## src/rtl/jsu_pkg.sv

```systemverilog
// Shared types and constants for the JSON string unescape block.
package jsu_pkg;

	localparam int unsigned JSU_QUEUE_DEPTH = 4;
	localparam int unsigned JSU_CP_W        = 21;

	typedef struct packed {
		logic                cp_valid;
		logic [JSU_CP_W-1:0] cp;
		logic                byte_valid;
		logic [7:0]          tail_byte;
		logic                end_mark;
	} jsu_cmd_t;

endpackage

```

## src/rtl/jsu_front.sv

```systemverilog
// Input side: escape and surrogate state machine, turns each input byte into at most one command.
module jsu_front (
	input  logic              clk,
	input  logic              arst_n,
	input  logic              take,
	input  logic [7:0]        in_byte,
	input  logic              string_start,
	output logic              cmd_push,
	output jsu_pkg::jsu_cmd_t cmd
);
	import jsu_pkg::*;

	localparam logic [7:0] CH_NUL   = 8'h00;
	localparam logic [7:0] CH_QUOTE = 8'h22;
	localparam logic [7:0] CH_BSL   = 8'h5C;
	localparam logic [7:0] CH_N     = 8'h6E;
	localparam logic [7:0] CH_T     = 8'h74;
	localparam logic [7:0] CH_R     = 8'h72;
	localparam logic [7:0] CH_B     = 8'h62;
	localparam logic [7:0] CH_F     = 8'h66;
	localparam logic [7:0] CH_U     = 8'h75;
	localparam logic [7:0] BYTE_LF  = 8'h0A;
	localparam logic [7:0] BYTE_TAB = 8'h09;
	localparam logic [15:0] HI_FIRST = 16'hD800;
	localparam logic [15:0] HI_LAST  = 16'hDBFF;
	localparam logic [JSU_CP_W-1:0] PAIR_BIAS = 21'h02400; // 0x10000 - 0xDC00
	localparam logic [2:0] GROUP_LEN = 3'd4;

	typedef enum logic [2:0] {
		M_ENDED,
		M_TEXT,
		M_ESC,
		M_HEX_HI,
		M_WAIT_BS,
		M_WAIT_U,
		M_HEX_LO
	} mode_t;

	mode_t       mode_q, mode_e, mode_n;
	logic [15:0] acc_q, acc_e, acc_n, acc_t;
	logic [15:0] hi_q, hi_e, hi_n;
	logic [2:0]  cnt_q, cnt_e, cnt_n, cnt_t;
	logic        stop_q, stop_e, stop_n, stop_t;
	logic        is_hex, done;
	logic [3:0]  hv;
	logic        t_end, t_esc;
	logic        e_end, e_u, e_emit;
	logic [7:0]  e_byte;
	logic [JSU_CP_W-1:0] pair_cp;

	always_comb begin
		is_hex = 1'b1;
		hv     = 4'd0;
		priority if (in_byte >= 8'h30 && in_byte <= 8'h39) begin
			hv = 4'(in_byte - 8'h30);
		end else if (in_byte >= 8'h61 && in_byte <= 8'h66) begin
			hv = 4'(in_byte - 8'h57);
		end else if (in_byte >= 8'h41 && in_byte <= 8'h46) begin
			hv = 4'(in_byte - 8'h37);
		end else begin
			is_hex = 1'b0;
		end
	end

	assign mode_e = string_start ? M_TEXT : mode_q;
	assign acc_e  = string_start ? 16'd0 : acc_q;
	assign hi_e   = string_start ? 16'd0 : hi_q;
	assign cnt_e  = string_start ? 3'd0 : cnt_q;
	assign stop_e = string_start ? 1'b0 : stop_q;

	assign acc_t  = (!stop_e && is_hex) ? {acc_e[11:0], hv} : acc_e;
	assign stop_t = stop_e | ~is_hex;
	assign cnt_t  = cnt_e + 3'd1;
	assign done   = cnt_t >= GROUP_LEN;

	assign t_end  = (in_byte == CH_NUL) || (in_byte == CH_QUOTE);
	assign t_esc  = in_byte == CH_BSL;
	assign e_end  = in_byte == CH_NUL;
	assign e_u    = in_byte == CH_U;
	assign e_emit = !e_end && !e_u && (in_byte != CH_R) && (in_byte != CH_B)
		&& (in_byte != CH_F);
	assign e_byte = (in_byte == CH_N) ? BYTE_LF : ((in_byte == CH_T) ? BYTE_TAB : in_byte);

	assign pair_cp = {1'b0, hi_e[9:0], 10'd0} + {5'd0, acc_t} + PAIR_BIAS;

	always_comb begin
		mode_n = mode_e;
		acc_n  = acc_e;
		hi_n   = hi_e;
		cnt_n  = cnt_e;
		stop_n = stop_e;
		cmd    = '0;
		unique case (mode_e)
			M_TEXT, M_WAIT_BS: begin
				if (mode_e == M_WAIT_BS && t_esc) begin
					mode_n = M_WAIT_U;
				end else begin
					if (mode_e == M_WAIT_BS) begin
						mode_n       = M_TEXT;
						cmd.cp_valid = 1'b1;
						cmd.cp       = {5'd0, hi_e};
					end
					if (t_end) begin
						cmd.end_mark = 1'b1;
						mode_n       = M_ENDED;
					end else if (t_esc) begin
						mode_n = M_ESC;
					end else begin
						cmd.byte_valid = 1'b1;
						cmd.tail_byte  = in_byte;
					end
				end
			end
			M_ESC, M_WAIT_U: begin
				if (e_u) begin
					mode_n = (mode_e == M_ESC) ? M_HEX_HI : M_HEX_LO;
					acc_n  = 16'd0;
					cnt_n  = 3'd0;
					stop_n = 1'b0;
				end else begin
					if (mode_e == M_WAIT_U) begin
						cmd.cp_valid = 1'b1;
						cmd.cp       = {5'd0, hi_e};
					end
					mode_n = M_TEXT;
					if (e_end) begin
						cmd.end_mark = 1'b1;
						mode_n       = M_ENDED;
					end else if (e_emit) begin
						cmd.byte_valid = 1'b1;
						cmd.tail_byte  = e_byte;
					end
				end
			end
			M_HEX_HI, M_HEX_LO: begin
				if (in_byte == CH_NUL) begin
					cmd.end_mark = 1'b1;
					mode_n       = M_ENDED;
				end else begin
					acc_n  = acc_t;
					cnt_n  = cnt_t;
					stop_n = stop_t;
					if (done) begin
						if (mode_e == M_HEX_HI && acc_t >= HI_FIRST && acc_t <= HI_LAST) begin
							hi_n   = acc_t;
							mode_n = M_WAIT_BS;
						end else begin
							mode_n       = M_TEXT;
							cmd.cp_valid = 1'b1;
							cmd.cp       = (mode_e == M_HEX_HI) ? {5'd0, acc_t} : pair_cp;
						end
					end
				end
			end
			default: begin
				mode_n = M_ENDED;
			end
		endcase
	end

	assign cmd_push = take && (cmd.cp_valid || cmd.byte_valid || cmd.end_mark);

	always_ff @(posedge clk or negedge arst_n) begin
		if (!arst_n) begin
			mode_q <= M_ENDED;
			acc_q  <= 16'd0;
			hi_q   <= 16'd0;
			cnt_q  <= 3'd0;
			stop_q <= 1'b0;
		end else if (take) begin
			mode_q <= mode_n;
			acc_q  <= acc_n;
			hi_q   <= hi_n;
			cnt_q  <= cnt_n;
			stop_q <= stop_n;
		end
	end

endmodule

```

## src/rtl/jsu_fifo.sv

```systemverilog
// Command queue between the decoder and the output serialiser.
module jsu_fifo #(
	parameter int unsigned Depth = jsu_pkg::JSU_QUEUE_DEPTH
) (
	input  logic              clk,
	input  logic              arst_n,
	input  logic              wr_en,
	input  jsu_pkg::jsu_cmd_t wr_data,
	input  logic              rd_en,
	output jsu_pkg::jsu_cmd_t rd_data,
	output logic              full,
	output logic              empty
);
	import jsu_pkg::*;

	localparam int unsigned PtrW = (Depth > 1) ? $clog2(Depth) : 1;
	localparam int unsigned CntW = $clog2(Depth + 1);

	jsu_cmd_t        mem_q [Depth];
	logic [PtrW-1:0] wr_ptr_q, rd_ptr_q;
	logic [CntW-1:0] count_q;
	logic            do_wr, do_rd;

	assign full    = count_q == CntW'(Depth);
	assign empty   = count_q == '0;
	assign do_wr   = wr_en && !full;
	assign do_rd   = rd_en && !empty;
	assign rd_data = mem_q[rd_ptr_q];

	always_ff @(posedge clk) begin
		if (do_wr) begin
			mem_q[wr_ptr_q] <= wr_data;
		end
	end

	always_ff @(posedge clk or negedge arst_n) begin
		if (!arst_n) begin
			wr_ptr_q <= '0;
			rd_ptr_q <= '0;
			count_q  <= '0;
		end else begin
			if (do_wr) begin
				wr_ptr_q <= (wr_ptr_q == PtrW'(Depth - 1)) ? '0 : wr_ptr_q + PtrW'(1);
			end
			if (do_rd) begin
				rd_ptr_q <= (rd_ptr_q == PtrW'(Depth - 1)) ? '0 : rd_ptr_q + PtrW'(1);
			end
			if (do_wr && !do_rd) begin
				count_q <= count_q + CntW'(1);
			end else if (do_rd && !do_wr) begin
				count_q <= count_q - CntW'(1);
			end
		end
	end

endmodule

```

## src/rtl/jsu_back.sv

```systemverilog
// Output side: UTF-8 encoding of a command and one result beat per cycle while pop is high.
module jsu_back (
	input  logic              clk,
	input  logic              arst_n,
	input  logic              q_empty,
	input  jsu_pkg::jsu_cmd_t q_head,
	output logic              q_pop,
	output logic              empty,
	input  logic              pop,
	output logic [7:0]        out_byte,
	output logic              byte_valid,
	output logic              string_end,
	output logic              last
);
	import jsu_pkg::*;

	logic [7:0] res_q [4];
	logic [7:0] lst [4];
	logic [2:0] rem_q, n;
	logic       end_q, busy_q, pop_en, ld;
	logic [JSU_CP_W-1:0] cp;

	assign cp = q_head.cp;

	always_comb begin
		lst = '{default: 8'h00};
		n   = 3'd0;
		if (q_head.cp_valid) begin
			priority if (cp < 21'h00080) begin
				lst[0] = cp[7:0];
				n      = 3'd1;
			end else if (cp < 21'h00800) begin
				lst[0] = {3'b110, cp[10:6]};
				lst[1] = {2'b10, cp[5:0]};
				n      = 3'd2;
			end else if (cp < 21'h10000) begin
				lst[0] = {4'b1110, cp[15:12]};
				lst[1] = {2'b10, cp[11:6]};
				lst[2] = {2'b10, cp[5:0]};
				n      = 3'd3;
			end else begin
				lst[0] = {5'b11110, cp[20:18]};
				lst[1] = {2'b10, cp[17:12]};
				lst[2] = {2'b10, cp[11:6]};
				lst[3] = {2'b10, cp[5:0]};
				n      = 3'd4;
			end
		end
		if (q_head.byte_valid) begin
			lst[n[1:0]] = q_head.tail_byte;
			n           = n + 3'd1;
		end
		if (q_head.end_mark) begin
			lst[n[1:0]] = 8'h00;
			n           = n + 3'd1;
		end
	end

	assign last       = rem_q == 3'd1;
	assign pop_en     = pop && busy_q;
	assign ld         = !q_empty && (!busy_q || (pop_en && last));
	assign q_pop      = ld;
	assign empty      = !busy_q;
	assign out_byte   = res_q[0];
	assign string_end = end_q && last;
	assign byte_valid = !string_end;

	always_ff @(posedge clk) begin
		if (ld) begin
			res_q <= lst;
		end else if (pop_en) begin
			res_q[0] <= res_q[1];
			res_q[1] <= res_q[2];
			res_q[2] <= res_q[3];
		end
	end

	always_ff @(posedge clk or negedge arst_n) begin
		if (!arst_n) begin
			busy_q <= 1'b0;
			rem_q  <= 3'd1;
			end_q  <= 1'b0;
		end else if (ld) begin
			busy_q <= 1'b1;
			rem_q  <= n;
			end_q  <= q_head.end_mark;
		end else if (pop_en) begin
			rem_q <= rem_q - 3'd1;
			if (last) begin
				busy_q <= 1'b0;
			end
		end
	end

endmodule

```

## src/rtl/json_string_unescape_utf8.sv

```systemverilog
// Top level of the JSON string unescape to UTF-8 decoder.
// Input beats carry one raw byte of a JSON string body; string_start marks
// the first byte after the opening quote and clears the decoder. A beat is
// taken when push is high and full is low. Result beats come out oldest
// first while empty is low and leave when pop is high; each carries one
// UTF-8 byte or the end marker, and last flags the final beat of an input.
// The decoder takes one byte per cycle while full is low and queues each
// command in a queue of QueueDepth entries; the serialiser drains it at
// one result per cycle while pop is high, which sets the sustained rate.
// A byte's first result shows once the serialiser has loaded its command.
// A byte with no result queues nothing; one with k results gives k result
// beats. After reset the block is empty, the decoder sits in its ended
// state and bytes without string_start are dropped. When pop stays low the
// queue fills and full rises; nothing is lost or repeated.
module json_string_unescape_utf8 #(
	parameter int unsigned QueueDepth = jsu_pkg::JSU_QUEUE_DEPTH
) (
	input  logic       clk,
	input  logic       arst_n,
	input  logic       push,
	output logic       full,
	input  logic [7:0] in_byte,
	input  logic       string_start,
	output logic       empty,
	input  logic       pop,
	output logic [7:0] out_byte,
	output logic       byte_valid,
	output logic       string_end,
	output logic       last
);
	import jsu_pkg::*;

	jsu_cmd_t cmd, head;
	logic     take, cmd_push, q_empty, q_pop;

	assign take = push && !full;

	jsu_front u_front (
		.clk          (clk),
		.arst_n       (arst_n),
		.take         (take),
		.in_byte      (in_byte),
		.string_start (string_start),
		.cmd_push     (cmd_push),
		.cmd          (cmd)
	);

	jsu_fifo #(
		.Depth (QueueDepth)
	) u_fifo (
		.clk     (clk),
		.arst_n  (arst_n),
		.wr_en   (cmd_push),
		.wr_data (cmd),
		.rd_en   (q_pop),
		.rd_data (head),
		.full    (full),
		.empty   (q_empty)
	);

	jsu_back u_back (
		.clk        (clk),
		.arst_n     (arst_n),
		.q_empty    (q_empty),
		.q_head     (head),
		.q_pop      (q_pop),
		.empty      (empty),
		.pop        (pop),
		.out_byte   (out_byte),
		.byte_valid (byte_valid),
		.string_end (string_end),
		.last       (last)
	);

	a_end_is_last: assert property (@(posedge clk) disable iff (!arst_n)
		(!empty && string_end) |-> last)
		else $error("end marker not on final beat");

	a_one_kind: assert property (@(posedge clk) disable iff (!arst_n)
		!empty |-> (byte_valid != string_end))
		else $error("beat is both or neither byte and end marker");

	a_burst_holds: assert property (@(posedge clk) disable iff (!arst_n)
		(pop && !empty && !last) |=> !empty)
		else $error("result burst cut short");

	a_full_busy: assert property (@(posedge clk) disable iff (!arst_n)
		full |-> !empty)
		else $error("queue full while serialiser idle");

endmodule

```

## config.mk

```make
export PLATFORM = sky130hd
export DESIGN_NAME = json_string_unescape_utf8
export DESIGN_NICKNAME = d
export VERILOG_FILES = /design/src/rtl/jsu_pkg.sv /design/src/rtl/jsu_front.sv /design/src/rtl/jsu_fifo.sv /design/src/rtl/jsu_back.sv /design/src/rtl/json_string_unescape_utf8.sv
export SDC_FILE = /design/constraint.sdc
export NUM_CORES = 1
export LEC_CHECK = 0
export ABC_AREA = 1
export BUFFER_PORTS_ARGS = -buffer_cell sky130_fd_sc_hd__clkbuf_2
export CELL_PAD_IN_SITES_DETAIL_PLACEMENT = 1
export CELL_PAD_IN_SITES_GLOBAL_PLACEMENT = 1
export CORE_MARGIN = 5
export CORE_UTILIZATION = 49
export CTS_CLUSTER_DIAMETER = 150
export DETAILED_ROUTE_END_ITERATION = 7
export HOLD_SLACK_MARGIN = 0.08
export PLACE_DENSITY_LB_ADDON = 0.1
export SLEW_MARGIN = 20
export SYNTH_ARGS = -nofsm -noshare
export SYNTH_HDL_FRONTEND = slang
export SYNTH_HIERARCHICAL = 1
export SYNTH_SLANG_ARGS = --single-unit
```

## constraint.sdc

```tcl
create_clock -name clk -period 4.1 [get_ports clk]
set_clock_uncertainty 0.05 [all_clocks]
set_input_delay 0.41 -clock clk [delete_from_list [all_inputs] [get_ports clk]]
set_output_delay 0.41 -clock clk [all_outputs]
set_load 0.02 [all_outputs]
```

==> flow_summary.json, run 1 <==
{
  "status": "complete, no violations",
  "clk_latency_ns": 0.51,
  "synth_area_leaders": "edfxtp_1 41%, dfrtp_1 11%, nand2_1 9.9%, inv_1 6.4%, o211ai_1 4.5%",
  "end_kind": "register",
  "pre_cts_ws_ns": 0.104,
  "max_slew_margin": 0.406,
  "hpwlAfterDp_um": 22500,
  "clk_pin_slew_ns": 0.06,
  "grt_max_degree": 66,
  "r2r_end": "u_back/res_q[12]",
  "htreeDepth": 1,
  "setup_tns_ns": 0,
  "worstPathArrival_ns": 4.13,
  "synth.distinct_cells": 49,
  "hold_path_end": "u_back/busy_q",
  "netlist_instances": 1297,
  "hp-class": "input port to register",
  "nNetsFinal": 1369,
  "synth.avg_cell_area_um2": 8.98,
  "num_rows": 56,
  "mostFrequentLayoutCells": "308 x nand2_1, 199 x inv_1, 160 x edfxtp_1, 74 x nor2_1, 70 x o211ai_1",
  "netlist.area_leader.share": 0.413,
  "setup_viol": 0,
  "min_from": "pop",
  "ys.flop_type": "edfxtp_1",
  "reg2regPathDepth": 17,
  "grt_pass1_wl_um": 51900,
  "synthArstFlopShare": 0.242,
  "startpoint_type": "register",
  "gr-usage-all-layers": 0.244,
  "diodes": 0,
  "tightest_slew_ns": 0.891,
  "cts_buffers": 25,
  "place_area_um2": 12100,
  "die_area_um2": 26900,
  "avgViaCountPerCell": 5.57,
  "maxCapViolations": 0,
  "cts_tree": "done",
  "power_density_nw_per_um2": 663,
  "wirelength_um": 32800,
  "max_freq_mhz": 260,
  "period_share": 0.937,
  "path_class": "register to register",
  "num_io_pins": 26,
  "vias": 9243,
  "cp.required_ns": 4.39,
  "core_um2": 23400,
  "ir_worst_vdd_v": 0.000390,
  "hold_depth": 4,
  "die_x_um": 164,
  "gp_congestion": 0.883,
  "antenna_found_initial": 0,
  "cts_root_buf": "clkbuf_16",
  "synth_nets": 1343,
  "syn_area_um2": 11600,
  "fin_crit_ns": 3.84,
  "leakage_nw": 5.78,
  "final.setup.worst_slack_ns": 0.257,
  "dr.pass1.iters": 5,
  "ys_ff_latch": 211,
  "synth_edf_count": 160,
  "finalHoldViolations": 0,
  "r2r_start": "u_fifo/rd_ptr_q[0]",
  "rsz0062_at_grt": "false",
  "clk_path_buf_depth": 3,
  "drc": 0,
  "syn2layout_area_growth_pct": 12.0,
  "fp.dieH_um": 164,
  "worst-path-max-fanout": 34,
  "slew_viol_final": 0,
  "layout.cells.most_common": "nand2_1",
  "synth_warnings": 6,
  "drtIter0Drc": 613,
  "yosysSeqAreaShare": 0.522,
  "start_util": 0.497,
  "first_global_vias": 9812,
  "antenna_left": 0,
  "numPortBuffers": 25,
  "final_cell_area_um2": 13000,
  "wire_per_inst_um": 19.8,
  "drive_gt1_frac": 0.119,
  "cts_sinks": 211,
  "overflow": 0,
  "r2r_slack_ns": 0.26,
  "synth.largest_area_cell": "edfxtp_1"
}
[state kept, by name, indices dropped and copies added (netlist names)]
signal           flops
u_fifo/mem_q       128
u_back/rem_q         3
u_fifo/rd_ptr_q      2
u_front/hi_q        16
u_back/busy_q        1
u_front/stop_q       1
u_fifo/wr_ptr_q      2
u_fifo/count_q       3
u_front/acc_q       16
u_front/mode_q       3
u_back/res_q        24
u_back/end_q         1
u_front/cnt_q        3
u_back/out_byte      8
[cells by family after synthesis]
| logic type | Yosys count | synth area share |
|---|---|---|
| AOI/OAI and AO/OA | 250 | 0.134 |
| adders and majority gates | 33 | 0.0368 |
| and+or+nand+nor | 526 | 0.203 |
| DFF | 211 | 0.522 |
| xor gates and xnor gates | 9 | 0.00677 |
| buffers and inverters | 268 | 0.0970 |
[layout make-up]
cell class	instances	area, µm²
clock inverters	10	158
flip-flops and latches	211	6090
inverters	209	787
multi-input cells	818	4460
clock buffers	35	713
fillers	2768	10400
repair buffers	58	438
well taps	319	399
[synthesized netlist by cell type, drive strengths merged (5+ instances only)]
| cell | count |
|---|---|
| clkbuf | 12 |
| edfxtp | 160 |
| inv | 208 |
| o21ai | 76 |
| a211oi | 5 |
| a21oi | 45 |
| o211ai | 70 |
| xnor2 | 6 |
| a22oi | 11 |
| nor3 | 8 |
| nand4 | 14 |
| nand3 | 75 |
| dfrtp | 50 |
| buf | 47 |
| o22ai | 29 |
| nand2 | 329 |
| ha | 31 |
| nor2 | 93 |
[critical path, stage by stage, from the launching register on]
cell	delay, ns
dfrtp_4	0.64
buf_12	0.24
o211ai_1	0.23
nand2_1	0.16
nor2_2	0.16
inv_1	0.10
nor2_4	0.19
nand2_4	0.13
nand2_1	0.14
nor2_1	0.09
ha_1	0.29
nand2_1	0.07
nand2_1	0.15
inv_1	0.08
ha_1	0.19
nand2_1	0.08
nand4_1	0.34
o211ai_1	0.32
[worst max-delay path by stage]
stage	to	slack [ns]	cells after the start	start
after global placement	u_fifo/mem_q[1][30]	0.30	22	in_byte[0]
final	u_back/res_q[12]	0.26	17	u_fifo/rd_ptr_q[0]
after global routing	u_back/res_q[10]	0.02	17	u_fifo/rd_ptr_q[0]
after floorplan	u_fifo/mem_q[0][0]	0.32	18	in_byte[0]
after detailed placement	u_fifo/mem_q[0][29]	0.10	22	in_byte[1]
after CTS	u_back/res_q[12]	0.26	17	u_fifo/rd_ptr_q[0]
[report_power, final]
group | total (mW) | internal (mW) | switching (mW) | leakage [nW]
logic | 3.22 | 0.958 | 2.26 | 3.26
clock network | 2.35 | 1.46 | 0.882 | 0.422
registers | 3.08 | 2.87 | 0.215 | 2.10
[what timing repair did]
action,CTS,global route
setup endpoints to repair,0,11
buffers inserted,0,1
hold buffers,1,0
resized for setup,0,0
hold endpoints to repair,28,0
[metrics by stage]
stage               power (mW)  hold slack [ns]  std cells  utilization
detailed placement        6.28            0.416       1613        0.519
global placement          6.15            0.412       1613        0.519
global route              9.19            0.201       1660        0.557
floorplan                 5.28           0.0644       1297            -
CTS                       8.69            0.160       1659        0.557
finish                    8.65            0.182       1660        0.557
[routing by layer]
| layer | wire length [µm] | GRT usage | vias to the layer above |
|---|---|---|---|
| met2 | 16500 | 0.426 | 187 |
| met3 | 1170 | 0.0281 | 55 |
| met5 | 0 | 0 | - |
| met4 | 851 | 0.0755 | 0 |
| met1 | 14300 | 0.320 | 4600 |
| li1 | - | - | 4401 |
Note: power is estimated with default switching activity, not from simulation.
==> run 2: changes to the inputs <==
PLACE_DENSITY_LB_ADDON = 0.05   (was 0.1)
==> run 2 against run 1 <==
  * Count of clock-buffer cells in the layout shrank 5
  * Die area is the same
  * Flip-flop and latch count is the same
  * Global-route usage shrank 0.40 points
  * Final area shrank 0.69%
  * Cell count shrank 0.18%
  * Sequential share of layout area grew 0.32 points
==> flow_summary.json, run 2 (synthesized netlist as in run 1, its figures left out) <==
{
  "ctsResizeCount": 0,
  "clk_latency_ns": 0.52,
  "finalHoldViolations": 0,
  "die_area_um2": 26900,
  "first_global_vias": 9640,
  "fin_cells": 1657,
  "worstPathArrival_ns": 4.08,
  "hp-class": "input port to register",
  "nNetsFinal": 1366,
  "final.setup.worst_slack_ns": 0.312,
  "max_slew_margin": 0.465,
  "setup_viol": 0,
  "ir_worst_vdd_v": 0.000409,
  "diodes": 0,
  "mostFrequentLayoutCells": "308 x nand2_1, 199 x inv_1, 160 x edfxtp_1, 74 x nor2_1, 70 x o211ai_1",
  "globalRouteMet2Util": 0.417,
  "wirelength_um": 32200,
  "clk_pin_slew_ns": 0.06,
  "maxCapViolations": 0,
  "numPortBuffers": 25,
  "htreeDepth": 1,
  "top_usage_layer": "met2",
  "hpwlAfterDp_um": 22300,
  "antenna_left": 0,
  "dr.pass1.iters": 5,
  "grtUsageMet3": 0.0246,
  "slew_viol_final": 0,
  "dp_cells": 1611,
  "max_freq_mhz": 264,
  "startpoint_type": "register",
  "wire_per_inst_um": 19.4,
  "hold_slack_ns": 0.160,
  "period_share": 0.924,
  "cts_root_buf": "clkbuf_16",
  "clk_path_buf_depth": 3,
  "start_util": 0.497,
  "tightest_slew_ns": 0.795,
  "die_x_um": 164,
  "drtIter0Drc": 522,
  "vias": 9152,
  "pre_cts_ws_ns": 0.111,
  "largest_reg_flops": 128,
  "fp.dieH_um": 164,
  "grt_pass1_wl_um": 51300,
  "drc": 0,
  "power_density_nw_per_um2": 651,
  "largest_register": "u_fifo/mem_q",
  "drive_gt1_frac": 0.116,
  "post-route-util": 0.554,
  "worst-path-max-fanout": 34,
  "num_rows": 56,
  "gr-usage-all-layers": 0.240,
  "fin_crit_ns": 3.79,
  "antenna_found_initial": 0,
  "layout.cells.most_common": "nand2_1",
  "setup_tns_ns": 0,
  "core_um2": 23400,
  "status": "complete, no violations",
  "grtUsageMet1": 0.321,
  "leakage_nw": 5.74,
  "syn2layout_area_growth_pct": 11.3,
  "fill_cells": 2768,
  "rsz0062_at_grt": "false",
  "num_io_pins": 26,
  "reg_top3": "u_fifo/mem_q: 128 flops, u_back/res_q: 24 flops",
  "cp.required_ns": 4.39,
  "avgViaCountPerCell": 5.52,
  "grt_max_degree": 67,
  "overflow": 0,
  "gp_congestion": 0.876,
  "cts_sinks": 211,
  "cts_buffers": 24,
  "path_class": "register to register",
  "cts_tree": "done",
  "end_kind": "register"
}
[run 2: cell count changes in the layout (fill, tap and decap cells not counted), sizes merged]
cell / change
buf: -2
bufinv: -1
clkbuf: -5
clkinv: +5
clkinvlp: +1
inv: -1
[run 2: area by class of cell]
cell class | count | area [µm²] | share of cell area
tap | 319 | 399 | 0.0308
multi-input combinational | 818 | 4470 | 0.345
sequential | 211 | 6090 | 0.470
timing repair buffer | 56 | 423 | 0.0326
clock buffer | 30 | 644 | 0.0497
inverter | 209 | 787 | 0.0607
clock inverter | 14 | 146 | 0.0113
[run 2: worst paths after layout]
kind | startpoint | end | slack, ns | cells past startpoint
max | u_fifo/rd_ptr_q[0] | u_back/res_q[11] | 0.31 | 17
min | pop | u_back/busy_q | 0.16 | 4
max reg2reg | u_fifo/rd_ptr_q[0] | u_back/res_q[11] | 0.31 | 17
min reg2reg | u_front/hi_q[1] | u_front/hi_q[1] | 0.43 | 2
max in group asynchronous | arst_n | u_front/cnt_q[1] | 2.78 | 3
min in group asynchronous | arst_n | u_front/acc_q[0] | 0.33 | 2
[run 2: per-layer routing]
layer / share of wire / wire length, µm / vias to the layer above
met2: 0.50 / 15900 / 171
met1: 0.44 / 14300 / 4529
met3: 0.035 / 1130 / 52
met4: 0.027 / 855 / 0
li1: - / - / 4400
met5: 0 / 0 / -
[run 2: timing repair]
item | CTS | global route
setup buffers | 0 | 1
endpoints found under the setup margin | 0 | 5
hold buffers | 1 | 0
hold endpoints to repair | 12 | 0
[run 2: per-stage QoR]
step           cell area, µm²  power [mW]
2_1_floorplan           11600        5.28
3_3_place_gp            12100        6.12
3_5_place_dp            12100        6.24
4_1_cts                 12900        8.46
5_1_grt                 13000        8.98
6_report                13000        8.44
[run 2: where the power goes]
part | leakage [nW] | switching [mW] | internal (mW)
logic | 3.26 | 2.23 | 0.947
registers | 2.10 | 0.219 | 2.87
clock network | 0.385 | 0.869 | 1.30
[run 2: worst max-delay path, stage by stage, from the launching register on]
cell	delay [ns]
dfrtp_4	0.64
buf_12	0.24
o211ai_1	0.19
nand2_1	0.15
nor2_1	0.18
nand2_1	0.11
nor2_4	0.16
nand2_4	0.12
nand2_1	0.14
nor2_1	0.09
ha_1	0.28
nand2_1	0.06
nand2_1	0.14
inv_1	0.07
ha_1	0.19
nand2_1	0.08
nand4_1	0.36
o211ai_1	0.33
==> run 3: changes to the inputs <==
CORE_ASPECT_RATIO = 0.9   (was default)
==> run 3 against run 2 <==
  * Via count is 0.78% lower
  * Maximum frequency rose by 0.69%
  * Worst hold slack improved by 0.0036 ns
  * Worst setup slack gained 0.026 ns
  * Final area fell by 0.94%
  * Power decreased by 2.3%
  * Sequential share of layout area is 0.44 points higher
  * Combinational power rose by 2%
  * Core utilization shrank 0.53 points
  * Cell count shrank 1.4%
  * Non-clock buffer count shrank 2
==> flow_summary.json, run 3 (synthesized netlist as in run 1, its figures left out) <==
{
  "first_global_vias": 8966,
  "die_area_um2": 26900,
  "dr.pass1.iters": 5,
  "diodes": 0,
  "nNetsFinal": 1363,
  "setup_viol": 0,
  "cts_sinks": 211,
  "gp_congestion": 0.863,
  "setup_tns_ns": 0,
  "avgViaCountPerCell": 5.56,
  "reg_top3": "u_fifo/mem_q: 128 flops, u_back/res_q: 24 flops",
  "min_from": "pop",
  "hold_depth": 4,
  "pwr-share-seq": 0.372,
  "reg2regPathDepth": 17,
  "path_class": "register to register",
  "fp.dieH_um": 156,
  "hpwlAfterDp_um": 22000,
  "wire_per_inst_um": 19.3,
  "worstPathArrival_ns": 4.03,
  "clk_path_buf_depth": 3,
  "hp-class": "input port to register",
  "cts_tree": "done",
  "hold_path_end": "u_back/busy_q",
  "hold_slack_ns": 0.163,
  "htreeDepth": 1,
  "antenna_left": 0,
  "cts_root_buf": "clkbuf_16",
  "largest_register": "u_fifo/mem_q",
  "antenna_found_initial": 1,
  "startpoint_type": "register",
  "clk_pin_slew_ns": 0.07,
  "final_cell_area_um2": 12800,
  "start_util": 0.497,
  "dp_cells": 1591,
  "syn2layout_area_growth_pct": 10.2,
  "num_rows": 53,
  "status": "complete, no violations",
  "cp.required_ns": 4.37,
  "rsz0062_at_grt": "false",
  "met3_length_um": 1500,
  "pre_cts_ws_ns": 0.0554,
  "grt_max_degree": 69,
  "tightest_slew_ns": 1.05,
  "final.setup.worst_slack_ns": 0.338,
  "core_um2": 23400,
  "ctsResizeCount": 0,
  "r2r_slack_ns": 0.34,
  "place_area_um2": 12100,
  "end_kind": "register",
  "ir_worst_vdd_v": 0.000374,
  "switchingPower_mw": 3.32,
  "grt_pass1_wl_um": 49600,
  "highest_layer": "met4",
  "maxCapViolations": 0,
  "gr-usage-all-layers": 0.233,
  "num_io_pins": 26,
  "fill_cells": 2715,
  "p_int_mw": 4.91,
  "die_x_um": 172,
  "largest_reg_flops": 128,
  "vias": 9081,
  "fin_crit_ns": 3.76,
  "layout.cells.most_common": "nand2_1",
  "mostFrequentLayoutCells": "308 x nand2_1, 199 x inv_1, 160 x edfxtp_1, 74 x nor2_1, 70 x o211ai_1",
  "clk_latency_ns": 0.51,
  "cts_buffers": 23,
  "wirelength_um": 31500,
  "drive_gt1_frac": 0.115,
  "numPortBuffers": 25,
  "worst-path-max-fanout": 34,
  "wl_met1_um": 14600,
  "p_clk_frac": 0.236,
  "fin_cells": 1634,
  "leakage_nw": 5.68,
  "drtIter0Drc": 540,
  "drc": 0,
  "slew_viol_final": 0,
  "max_slew_margin": 0.299,
  "r2r_end": "u_back/res_q[10]",
  "wl_met2_um": 14800,
  "sw_frac_of_total": 0.403,
  "finalHoldViolations": 0,
  "combPwrFrac": 0.392,
  "power_density_nw_per_um2": 642,
  "max_freq_mhz": 266,
  "r2r_start": "u_fifo/rd_ptr_q[0]",
  "period_share": 0.918,
  "overflow": 0
}
==> run 3: routing by layer <==
layer	GRT usage	up-vias
met5	0	-
met4	0.0445	0
met3	0.0232	32
met2	0.389	208
met1	0.335	4443
li1	-	4398
==> run 3: what timing repair did <==
| action | 4_1_cts | 5_1_grt |
|---|---|---|
| hold buffers | 1 | 0 |
| hold endpoints to repair | 28 | 0 |
| setup buffers | 0 | 2 |
| setup endpoints to repair | 0 | 7 |
==> run 3: worst max-delay path by stage <==
stage,endpoint,cells after the start,startpoint
after floorplan,u_fifo/mem_q[0][0],18,in_byte[0]
after CTS,u_back/res_q[10],14,u_fifo/rd_ptr_q[0]
final,u_back/res_q[10],17,u_fifo/rd_ptr_q[0]
after global placement,u_fifo/mem_q[0][29],23,in_byte[0]
after detailed placement,u_fifo/mem_q[1][29],23,in_byte[0]
after global routing,u_back/res_q[10],17,u_fifo/rd_ptr_q[0]
==> run 3: final cells by class <==
class                      instances  area [µm²]  share of cell area
sequential                       211        6090               0.474
multi-input combinational        818        4470               0.348
inverter                         209         787              0.0613
clock buffer                      26         587              0.0457
timing repair buffer              54         415              0.0324
tap                              302         378              0.0294
clock inverter                    14         111             0.00868
==> run 3: through the flow <==
stage               utilization  total power [mW]
finish                    0.548              8.24
global route              0.548              8.81
CTS                       0.547              8.23
detailed placement        0.516              6.25
global placement          0.516              6.12
floorplan                     -              5.28
==> run 3: critical path, stage by stage (launching register included) <==
cell and delay [ns]:
dfrtp_4 0.60, buf_12 0.22, o211ai_1 0.19, nand2_1 0.15, nor2_2 0.18, inv_1 0.09
nor2_4 0.18, nand2_4 0.12, nand2_1 0.15, nor2_1 0.10, ha_1 0.30, nand2_1 0.06
nand2_1 0.15, inv_1 0.09, ha_1 0.20, nand2_1 0.09, nand4_1 0.29, o211ai_1 0.34
==> run 3: power groups by stage <==
stage | clock, mW | sequential [mW] | combinational [mW]
floorplan | 0 | 3.04 | 2.24
global placement | 0 | 3.13 | 3.00
detailed placement | 0 | 3.16 | 3.09
CTS | 2.00 | 3.12 | 3.12
global route | 2.10 | 3.11 | 3.60
finish | 1.95 | 3.06 | 3.23
